### src/rtl/b64c_pkg.sv
// b64c_pkg: shared types, constants and character mapping functions
// for the Base64 stream codec. No dependencies.
package b64c_pkg;

   localparam int unsigned SymW   = 8;
   localparam int unsigned SextW  = 6;

   localparam logic MODE_ENCODE = 1'b0;
   localparam logic MODE_DECODE = 1'b1;

   // phase codes: position inside a 3-byte / 4-character group
   localparam logic [1:0] PH_0 = 2'd0;
   localparam logic [1:0] PH_1 = 2'd1;
   localparam logic [1:0] PH_2 = 2'd2;
   localparam logic [1:0] PH_3 = 2'd3;

   typedef struct packed {
      logic [SymW-1:0] sym;
      logic            last;
   } res_type;

   // 6-bit value to alphabet character
   function automatic logic [SymW-1:0] enc_char(input logic [SextW-1:0] v);
      logic [SymW-1:0] r;
      case (v) inside
         [6'd0:6'd25]:  r = 8'h41 + {2'b00, v};
         [6'd26:6'd51]: r = 8'h61 + {2'b00, v} - 8'd26;
         [6'd52:6'd61]: r = 8'h30 + {2'b00, v} - 8'd52;
         6'd62:         r = 8'h2B;
         default:       r = 8'h2F;
      endcase
      return r;
   endfunction

   // character to 6-bit value; anything outside the alphabet maps to 0
   function automatic logic [SextW-1:0] dec_value(input logic [SymW-1:0] c);
      logic [SymW-1:0] r;
      case (c) inside
         [8'h41:8'h5A]: r = c - 8'h41;
         [8'h61:8'h7A]: r = c - 8'h61 + 8'd26;
         [8'h30:8'h39]: r = c - 8'h30 + 8'd52;
         8'h2B:         r = 8'd62;
         8'h2F:         r = 8'd63;
         default:       r = 8'd0;
      endcase
      return r[SextW-1:0];
   endfunction

endpackage

### src/rtl/base64_stream_codec.sv
// base64_stream_codec: streaming Base64 encoder/decoder (unpadded), direction
// set by the mode register. Depends on b64c_pkg.
//
//   channel | dir | handshake           | payload
//   req     | in  | req_valid/req_ready | req_in_symbol, req_in_last
//   rsp     | out | rsp_valid/rsp_ready | rsp_out_symbol, rsp_out_last, rsp_out_end
//   csr     | in  | csr_valid/csr_ready | csr_mode
//
// A beat is mapped in the cycle it is accepted and its zero, one or two results
// land in a two-entry result register; the first shows on rsp the next cycle.
// The single result port limits the flow: after a beat that gives two results,
// the next is held off until the first has left. req_ready is high while the
// result register is empty or its last entry leaves this cycle. Synchronous
// reset clears mode, phase, carry bits and the result count. csr is always ready.
module base64_stream_codec (
   input  logic       clock,
   input  logic       reset,
   input  logic       req_valid,
   output logic       req_ready,
   input  logic [7:0] req_in_symbol,
   input  logic       req_in_last,
   output logic       rsp_valid,
   input  logic       rsp_ready,
   output logic [7:0] rsp_out_symbol,
   output logic       rsp_out_last,
   output logic       rsp_out_end,
   input  logic       csr_valid,
   output logic       csr_ready,
   input  logic       csr_mode
);

   logic                      mode_ff, mode_in;
   logic [1:0]                phase_ff, phase_in;
   logic [b64c_pkg::SextW-1:0] carry_ff, carry_in;
   logic [1:0]                cnt_ff, cnt_in;
   b64c_pkg::res_type         hd_ff, hd_in, tl_ff, tl_in;
   logic                      end_ff, end_in;

   logic                      req_fire, rsp_fire;
   logic [1:0]                n_res;
   logic [1:0]                nx_phase;
   logic [b64c_pkg::SextW-1:0] nx_carry, dv;
   logic [7:0]                s, sym0, sym1;

   assign csr_ready = 1'b1;
   assign rsp_valid = (cnt_ff != 2'd0);
   assign rsp_fire  = rsp_valid && rsp_ready;
   assign req_ready = (cnt_ff == 2'd0) || ((cnt_ff == 2'd1) && rsp_ready);
   assign req_fire  = req_valid && req_ready;

   assign rsp_out_symbol = hd_ff.sym;
   assign rsp_out_last   = hd_ff.last;
   assign rsp_out_end    = end_ff;

   assign s  = req_in_symbol;
   assign dv = b64c_pkg::dec_value(s);

   // symbol mapping for the beat on req
   always_comb begin
      sym0     = '0;
      sym1     = '0;
      n_res    = 2'd0;
      nx_phase = phase_ff;
      nx_carry = carry_ff;
      if (mode_ff == b64c_pkg::MODE_ENCODE) begin
         case (phase_ff)
            b64c_pkg::PH_0: begin
               sym0     = b64c_pkg::enc_char(s[7:2]);
               sym1     = b64c_pkg::enc_char({s[1:0], 4'b0000});
               nx_carry = {4'b0000, s[1:0]};
               nx_phase = b64c_pkg::PH_1;
               n_res    = req_in_last ? 2'd2 : 2'd1;
            end
            b64c_pkg::PH_1: begin
               sym0     = b64c_pkg::enc_char({carry_ff[1:0], s[7:4]});
               sym1     = b64c_pkg::enc_char({s[3:0], 2'b00});
               nx_carry = {2'b00, s[3:0]};
               nx_phase = b64c_pkg::PH_2;
               n_res    = req_in_last ? 2'd2 : 2'd1;
            end
            default: begin
               sym0     = b64c_pkg::enc_char({carry_ff[3:0], s[7:6]});
               sym1     = b64c_pkg::enc_char(s[5:0]);
               nx_carry = '0;
               nx_phase = b64c_pkg::PH_0;
               n_res    = 2'd2;
            end
         endcase
      end else begin
         case (phase_ff)
            b64c_pkg::PH_0: begin
               nx_carry = dv;
               nx_phase = b64c_pkg::PH_1;
            end
            b64c_pkg::PH_1: begin
               sym0     = {carry_ff[5:0], dv[5:4]};
               nx_carry = {2'b00, dv[3:0]};
               nx_phase = b64c_pkg::PH_2;
               n_res    = 2'd1;
            end
            b64c_pkg::PH_2: begin
               sym0     = {carry_ff[3:0], dv[5:2]};
               nx_carry = {4'b0000, dv[1:0]};
               nx_phase = b64c_pkg::PH_3;
               n_res    = 2'd1;
            end
            default: begin
               sym0     = {carry_ff[1:0], dv};
               nx_carry = '0;
               nx_phase = b64c_pkg::PH_0;
               n_res    = 2'd1;
            end
         endcase
      end
      if (req_in_last) begin
         nx_phase = b64c_pkg::PH_0;
         nx_carry = '0;
      end
   end

   always_comb begin
      mode_in  = mode_ff;
      phase_in = phase_ff;
      carry_in = carry_ff;
      cnt_in   = cnt_ff;
      hd_in    = hd_ff;
      tl_in    = tl_ff;
      end_in   = end_ff;
      if (rsp_fire) begin
         cnt_in = cnt_ff - 2'd1;
         hd_in  = tl_ff;
      end
      if (csr_valid) begin
         mode_in  = csr_mode;
         phase_in = b64c_pkg::PH_0;
         carry_in = '0;
      end else if (req_fire) begin
         phase_in  = nx_phase;
         carry_in  = nx_carry;
         cnt_in    = n_res;
         hd_in.sym  = sym0;
         hd_in.last = (n_res == 2'd1);
         tl_in.sym  = sym1;
         tl_in.last = 1'b1;
         end_in     = req_in_last;
      end
   end

   always_ff @(posedge clock) begin
      if (reset) begin
         mode_ff  <= b64c_pkg::MODE_ENCODE;
         phase_ff <= b64c_pkg::PH_0;
         carry_ff <= '0;
         cnt_ff   <= 2'd0;
      end else begin
         mode_ff  <= mode_in;
         phase_ff <= phase_in;
         carry_ff <= carry_in;
         cnt_ff   <= cnt_in;
      end
   end

   always_ff @(posedge clock) begin
      hd_ff  <= hd_in;
      tl_ff  <= tl_in;
      end_ff <= end_in;
   end

   // result count never exceeds two entries
   a_cnt_range: assert property (@(posedge clock) disable iff (reset)
      cnt_ff != 2'd3)
      else $error("result count out of range");

   // encoder never reaches the fourth phase
   a_enc_phase: assert property (@(posedge clock) disable iff (reset)
      (mode_ff == b64c_pkg::MODE_ENCODE) |-> (phase_ff != b64c_pkg::PH_3))
      else $error("encoder phase out of range");

   // a pending second result is always the beat's final one
   a_tail_last: assert property (@(posedge clock) disable iff (reset)
      (cnt_ff == 2'd2) |-> (tl_ff.last && !hd_ff.last))
      else $error("result last flags inconsistent");

   // a message end leaves no leftover state
   a_last_clears: assert property (@(posedge clock) disable iff (reset)
      (req_fire && req_in_last) |=> (phase_ff == b64c_pkg::PH_0 && carry_ff == '0))
      else $error("state not cleared after last beat");

   // decoded beats never give two results
   a_dec_single: assert property (@(posedge clock) disable iff (reset)
      (req_fire && !csr_valid && mode_ff == b64c_pkg::MODE_DECODE) |=> (cnt_ff != 2'd2))
      else $error("decoder produced two results");

endmodule

### config.mk
export PLATFORM = sky130hd
export DESIGN_NAME = base64_stream_codec
export DESIGN_NICKNAME = d
export VERILOG_FILES = /design/src/rtl/b64c_pkg.sv /design/src/rtl/base64_stream_codec.sv
export SDC_FILE = /design/constraint.sdc
export NUM_CORES = 1
export LEC_CHECK = 0
export BUFFER_PORTS_ARGS = -buffer_cell sky130_fd_sc_hd__buf_2
export CORE_MARGIN = 1.5
export CORE_UTILIZATION = 30
export DETAILED_ROUTE_END_ITERATION = 10
export SYNTH_ARGS = -nofsm -noshare
export SYNTH_HDL_FRONTEND = slang
export SYNTH_SLANG_ARGS = --single-unit
### constraint.sdc
create_clock -name clock -period 3.9 [get_ports clock]
set_input_delay 0.78 -clock clock [delete_from_list [all_inputs] [get_ports clock]]
set_output_delay 0.78 -clock clock [all_outputs]
set_load 0.05 [all_outputs]
# Yosys cells after proc, flatten, opt, wreduce, memory -nomap -nowiden
# Cells that the tools add are included.
# totals
register_bits	29
latchBits	0
ramBits	0
mem_bits_ro	0
input_bits	15
out_inout_bits	13
elab_cells	177
n_memories	0
# op_classes
n_addsub	36
multipliers	0
div_mod_pow	0
n_lt_le_gt_ge	42
n_eq_ne	10
shift	0
mux	49
n_bitwise	1
n_reduce_logical	31
# op_table
operator	count
two-way mux 8 bit	19
adder 7 x 6 -> 8 bit, first input constant	12
less-or-equal comparator 6 bit, second input constant	12
subtractor 7 x 6 -> 8 bit, second input constant	6
subtractor 8 x 5 -> 8 bit, second input constant	6
adder 6 x 6 -> 7 bit, first input constant	6
two-way mux 6 bit	7
greater-or-equal comparator 6 x 1 -> 1 bit, second input constant	6
greater-or-equal comparator 6 x 5 -> 1 bit, second input constant	6
greater-or-equal comparator 6 bit, second input constant	6
less-or-equal comparator 6 x 5 -> 1 bit, second input constant	6
one-hot mux 8 bit (2 select lines)	2
two-way mux 9 bit	3
== test 6 bit, second input constant	4
logical AND 1 bit	24
one-hot mux 8 bit (3 select lines)	1
one-hot mux 6 bit (3 select lines)	1
== test 8 x 6 -> 1 bit, second input constant	2
greater-or-equal comparator 8 x 7 -> 1 bit, second input constant	2
less-or-equal comparator 8 x 7 -> 1 bit, second input constant	2
two-way mux 2 bit	8
two-way mux 3 bit	4
subtractor 6 bit, second input constant	2
greater-or-equal comparator 8 x 6 -> 1 bit, second input constant	1
other kinds (17)	21

# Depth between registers and ports, before layout
# Gate-level depths: netlist of run 1.
# depth
ltp_word	10
ltp_mapped	12
ltp_nobuf	10

# Worst setup path before layout of run 1
# OpenSTA, ideal clock, no wires.
# synth_path
path_type	in2reg
start	input port req_in_symbol[1]
end	register hd_ff (netlist bit rsp_out_symbol[3])
setup_time_ps	116
t_arrival_ps	3272
required_time_ps	3784
slack_ps	512
path_stages	12
n_path_buf	2
path_cell_list	clkbuf_1 > inv_2 > ha_1 > nor2b_1 > o211ai_1 > and3_1 > buf_2 > o311ai_4 > a22o_4 > a221oi_1 > a21oi_1 > a31o_1
# synth_rtl
element	line_no	text
from (decl)	base64_stream_codec.sv:20	input logic [7:0] req_in_symbol,
to (signal assigned)	base64_stream_codec.sv:164	hd_ff <= hd_in;
to (decl)	base64_stream_codec.sv:36	b64c_pkg::res_type hd_ff, hd_in, tl_ff, tl_in;

==> results by group, run 1 <==
Timing
  • Hold Violations, Final: 0
  • Relative max-transition margin: 53.6%
  • Setup_tns: 0 ns
  • Hold slack: 0.456 ns
  • RSZ-0062 raised after global routing: false
  • Clock Skews: 0.00516 ns
  • Final Cycle Share: 85.1%
  • Slew @ Worst Pin: 0.696 ns
  • Final setup vio count: 0
  • Max-slew violations: 0
  • Fin crit period: 3.32 ns
  • Fmax: 301 MHz

Synthesis
  • Top_reg_cell synth: dfxtp_1
  • Avg Inst Size Synth: 7.12 sq um
  • Post-synth EDFFs: 9
  • Most frequent cell after synthesis: nand2_1
  • Synth cell types: 74
  • Async S/R FF share, synth: 0%
  • Yosys top cell area share: 9.40%
  • Dominant cells by area after synthesis: dfxtp_1, ha_1, edfxtp_1, nand2_1, a21oi_1
  • Syn nets: 644
  • Yosys warnings: 0
  • Post-synthesis sequential area ratio: 15.7%
  • Post-Syn Instances: 598
  • Synthesized cell area: 4260 sq um
  • #FFs+latches synth: 29
  • Post-synth top cells: nand2_1, a21oi_1, nor2_1
  • Area leader, netlist: dfxtp_1

Die
  • IO Pins: 28
  • Die ar.: 14,900 sq um
  • Core area: 13,900 sq um
  • # rows: 43
  • Starting density of the core: 30.7%
  • Die Y: 122 um
  • Die extent in x: 122 um

Flow run
  • Max cap viols: 0

Power
  • VDD IR max: 0.204 mV
  • Leakage power: 1.82 nW
  • PwrDens: 316 nW/um^2

Worst setup path
  • Critical Path Fanout Max: 9
  • Setup CP Type: input pin to register
  • Worst Setup End Kind: register
  • R2R depth: 9
  • WP data arrival: 3.52 ns
  • Reg-to-reg critical path endpoint: rsp_out_symbol[4]
  • Reg-to-Reg Start: carry_ff[0]
  • Critical Path RT: 4.10 ns
  • Worst R2R Setup Slack: 0.69 ns
  • Setup crit start kind: input pin

GRT
  • Largest net degree at the start of global routing: 26
  • Global-route wire length before repair: 26.1 mm
  • Tot GR Track Use: 22.2%
  • Initial antenna violation count: 0
  • GRT Residual Overflow: 0
  • Number of global-route vias before repair: 4,764

Clock network
  • Post-CTS Setup Bufs: 0
  • CTS tree: yes
  • # H-tree levels: 2
  • CTS Sinks: 29
  • Hold_buf cts: 0
  • Clock Path Buffers: 2
  • Post_cts resized: 0
  • Clock latency on the worst-skew pair: 0.27 ns
  • Clock transition at path regs: 0.05 ns
  • Clk Tree Root Cell: clkbuf_16
  • CTS buffer count: 5

Final layout
  • Final Cell Area: 4900 sq um
  • # diodes: 0
  • Share of layout cells above drive strength 1: 16.2%
  • Fillers: 1,526
  • Area Overhead vs Synth: 14.9%
  • Non-Filler Instances: 811
  • # nets final: 676

Detailed routing
  • Routed wire length: 16.6 mm
  • Residual DRC: 0
  • Number of vias per cell: 6.19
  • Drt pass-1 iters: 7
  • Antenna-violating nets left: 0
  • Via count: 5,022
  • WL/cell: 20.5 um
  • Initial drt markers: 685

Place
  • Final HPWL DP: 12.8 mm
  • Inst Count DP: 803
  • PortBufs: 26
  • GP Congestion: 1.02
  • Post-DP Area: 4760 sq um

Hold path
  • Hold depth: 2
  • Hold Crit Class: register to register
  • Hold_sp: carry_ff[5]
  • Hold EP: carry_ff[5]

Status
  • Outcome: complete, no violations
[state kept, by name, indices dropped and copies added (netlist names)]
register and count:
rsp_out_end 1, rsp_out_last 1, rsp_out_symbol 8, carry_ff 6, cnt_ff 2, mode_ff 1, tl_ff 8, phase_ff 2
[how the worst max path moves through the flow]
stage	endpoint	depth (start not counted)	slack, ns	from
floorplan	rsp_out_symbol[3]	12	0.51	req_in_symbol[1]
global placement	rsp_out_symbol[0]	10	0.34	req_in_symbol[5]
detailed placement	rsp_out_symbol[0]	10	0.35	req_in_symbol[5]
CTS	rsp_out_symbol[0]	10	0.62	req_in_symbol[5]
global route	rsp_out_symbol[0]	10	0.35	req_in_symbol[5]
finish	rsp_out_symbol[0]	10	0.58	req_in_symbol[5]
[where the power goes]
part           switching [mW]  internal, mW
Combinational           0.536         0.239
Sequential             0.0351         0.376
Clock                   0.128         0.233
Total                   0.699         0.848
[logic make-up (layout without fill, tap and decap cells)]
family / Yosys count / after routing / share of synthesized area (%)
AO/OA/AOI/OAI: 211 / 211 / 35.5
other: 1 / 1 / 0.0880
adder cells (fa/ha/maj): 31 / 31 / 9.10
flip-flops: 29 / 29 / 15.7
multiplexers: 16 / 16 / 3.88
AND/OR/NAND/NOR: 224 / 224 / 26.2
XOR/XNOR: 13 / 13 / 2.67
buffers and inverters: 73 / 106 / 6.87
[per-stage QoR]
step,setup slack [ns],total power [mW],util [%]
global placement,0.338,1.17,34.3
global route,0.346,1.62,35.3
finish,0.582,1.55,35.3
floorplan,0.512,0.955,-
detailed placement,0.352,1.18,34.3
CTS,0.622,1.54,35.3
[placed cells by master, fill, tap and decap left out, types with 12 or more instances in the layout]
cell type and n:
nand2b_1 13, a31oi_1 15, ha_1 31, a21oi_1 43, nor2_1 40, buf_4 44
mux2i_1 12, nand3_1 31, o211ai_1 12, nand2_1 66, nor3_1 15, buf_2 26
o21ai_0 33, dfxtp_1 20, inv_1 25
[layout make-up]
cell class	instances	area (sq um)	area share, %
multi-input cells	496	3300	67.3
clock buffers	6	129	2.63
inverters	28	105	2.15
repair buffers	70	460	9.40
flip-flops and latches	29	671	13.7
well taps	180	225	4.60
clock inverters	2	10.0	0.204
[metal layers]
layer  GRT usage (%)  share of wire [%]  vias to the layer above
met2            35.1                 45                      292
met5               0                  0                        -
met3            2.81                7.9                       57
met1            30.3                 43                     2349
met4            9.23                4.1                        0
li1                -                  -                     2324
[critical path, cell delays in order]
cell	delay, ns
buf_2	0.17
ha_1	0.31
or4b_1	0.56
nor4_2	0.22
o21ai_1	0.23
a211oi_1	0.37
o2bb2ai_1	0.26
a221oi_1	0.15
a211oi_1	0.29
a2bb2oi_1	0.18
(Power assumes the default switching activity.)
==> inputs of run 2 (changes only) <==
--- a/config.mk
+++ b/config.mk
@@ -6,9 +6,12 @@
 export NUM_CORES = 1
 export LEC_CHECK = 0
 export BUFFER_PORTS_ARGS = -buffer_cell sky130_fd_sc_hd__buf_2
+export CAP_MARGIN = 20
+export CORE_ASPECT_RATIO = 1.25
 export CORE_MARGIN = 1.5
 export CORE_UTILIZATION = 30
 export DETAILED_ROUTE_END_ITERATION = 10
+export PLACE_DENSITY = 0.42
 export SYNTH_ARGS = -nofsm -noshare
 export SYNTH_HDL_FRONTEND = slang
 export SYNTH_SLANG_ARGS = --single-unit
==> run 2 against run 1 <==
  * Worst hold slack about the same
  * Core utilization up 0.67 points
  * Maximum frequency down 0.93%
  * Clock power up 1%
  * Sequential share of layout area down 0.19 points
  * Largest cell class unchanged
==> results by group, run 2 (synthesis gave the netlist of run 1 again) <==
Worst setup path
  • Setup crit start kind: input pin
  • Setup CP Type: input pin to register
  • R2R depth: 11 (+2)
  • Worst Setup End Kind: register
  • Reg-to-Reg Start: carry_ff[1]
  • Critical Path RT: 4.02 ns (-0.08 ns)
  • WP data arrival: 3.47 ns (-0.05 ns)
  • CP startpoint: req_in_symbol[6]
  • Critical Path Fanout Max: 14 (+5)
  • Worst R2R Setup Slack: 0.73 ns (+0.04 ns)

Detailed routing
  • Routed wire length: 18.1 mm (+8.6%)
  • Initial drt markers: 482 (-30%)
  • Residual DRC: 0 (unchanged)
  • WL/cell: 22.2 um (+8.0%)
  • Drt pass-1 iters: 5 (-2)
  • Number of vias per cell: 6.14 (-0.83%)
  • Via count: 5,011 (-0.22%)
  • Antenna-violating nets left: 0 (unchanged)

Place
  • GP Congestion: 0.900 (-12%)
  • Final HPWL DP: 14.1 mm (+10%)
  • PortBufs: 26 (unchanged)

GRT
  • Tot GR Track Use: 24.3% (+2.2 points)
  • Global-route wire length before repair: 27.7 mm (+6.2%)
  • Largest net degree at the start of global routing: 26 (unchanged)
  • Initial antenna violation count: 0 (unchanged)
  • GRT Residual Overflow: 0 (unchanged)
  • Number of global-route vias before repair: 4,778 (+0.29%)

Power
  • VDD IR max: 0.280 mV (+37%)
  • PwrDens: 315 nW/um^2 (-0.20%)
  • Total power: 1.57 mW (+1.2%)
  • Leakage power: 1.87 nW (+2.8%)

Clock network
  • Clock transition at path regs: 0.05 ns (about the same)
  • Clock latency on the worst-skew pair: 0.27 ns (about the same)
  • Clock Path Buffers: 2 (unchanged)
  • CTS buffer count: 5 (unchanged)
  • # H-tree levels: 2 (unchanged)
  • Post-CTS Setup Bufs: 0 (unchanged)
  • Clk Tree Root Cell: clkbuf_16
  • Post_cts resized: 0 (unchanged)
  • CTS Sinks: 29 (unchanged)
  • Hold_buf cts: 0 (unchanged)
  • CTS tree: yes

Timing
  • Final setup vio count: 0 (unchanged)
  • Setup_tns: 0 ns (unchanged)
  • Fin crit period: 3.35 ns (+0.0311 ns)
  • Hold Violations, Final: 0 (unchanged)
  • RSZ-0062 raised after global routing: false
  • Max-slew violations: 0 (unchanged)
  • Relative max-transition margin: 44.3% (-9.3 points)
  • Clock Skews: 0.00401 ns (-0.00115 ns)
  • Fmax: 299 MHz (-0.93%)
  • Final Cycle Share: 85.9% (+0.80 points)
  • Slew @ Worst Pin: 0.833 ns (+0.138 ns)

Final layout
  • Area Overhead vs Synth: 16.6%
  • Most frequent cells in the layout: nand2_1, buf_4, a21oi_1
  • Share of layout cells above drive strength 1: 17.5% (+1.3 points)
  • # nets final: 686 (+1.5%)
  • Fillers: 1,537 (+0.72%)
  • # diodes: 0 (unchanged)
  • Commonest non-fill, non-tap cell in the layout: nand2_1

Hold path
  • Hold Crit Class: register to register
  • Hold_sp: carry_ff[5]
  • Hold depth: 2 (unchanged)

Die
  • # rows: 48 (+12%)
  • IO Pins: 28 (unchanged)
  • Core area: 13,800 sq um (-0.49%)
  • Starting density of the core: 30.8% (+0.15 points)
  • Die ar.: 14,900 sq um (about the same)
  • Die Y: 136 um (+12%)
  • Die extent in x: 110 um (-10%)

Status
  • Outcome: complete, no violations

Flow run
  • Max cap viols: 0 (unchanged)
run 2: changes by cell type in the layout (fill, tap and decap cells not counted):
cell	delta
buf_4	+10
run 2: cell type report:
class	count	area, sq um	area share [%]
Clock inverter	2	10.0	0.202
Clock buffer	6	129	2.60
Multi-Input combinational cell	496	3300	66.4
Sequential cell	29	671	13.5
Inverter	28	105	2.12
Tap cell	175	219	4.41
Timing Repair Buffer	80	536	10.8
run 2: worst paths after layout:
kind / end
min reg2reg: carry_ff[5]
max: rsp_out_symbol[2]
min: carry_ff[5]
max reg2reg: rsp_out_symbol[2]
run 2: power by group:
| part | switching (mW) | internal (mW) | total [mW] |
|---|---|---|---|
| Sequential | 0.0302 | 0.375 | 0.406 |
| Combinational | 0.549 | 0.245 | 0.794 |
| Clock | 0.132 | 0.234 | 0.366 |
| Total | 0.711 | 0.855 | 1.57 |
run 2: critical path, stage by stage:
cell      delay, ns
buf_2          0.28
inv_1          0.17
ha_1           0.24
buf_4          0.16
nand3_1        0.12
o21a_1         0.14
a21boi_1       0.47
nand2b_1       0.23
o21ai_0        0.21
a21oi_1        0.07
nor4_1         0.35
buf_4          0.18
a311oi_1       0.06
run 2: stage by stage:
step | hold slack (ns) | utilization [%] | instance area (sq um) | cells | setup slack (ns)
after floorplan | 0.436 | - | 4260 | 598 | 0.512
after global placement | 0.446 | 34.9 | 4830 | 808 | 0.303
after detailed placement | 0.450 | 34.9 | 4830 | 808 | 0.268
after CTS | 0.457 | 36.0 | 4970 | 816 | 0.555
after global routing | 0.486 | 36.0 | 4970 | 816 | 0.375
final | 0.456 | 36.0 | 4970 | 816 | 0.551
run 2: routing by layer:
metal	up-vias	part of all wire, %	track usage (%)
li1	2353	-	-
met1	2427	42	30.8
met2	200	50	42.3
met3	31	4.8	1.92
met4	0	3.3	9.31
met5	-	0	0
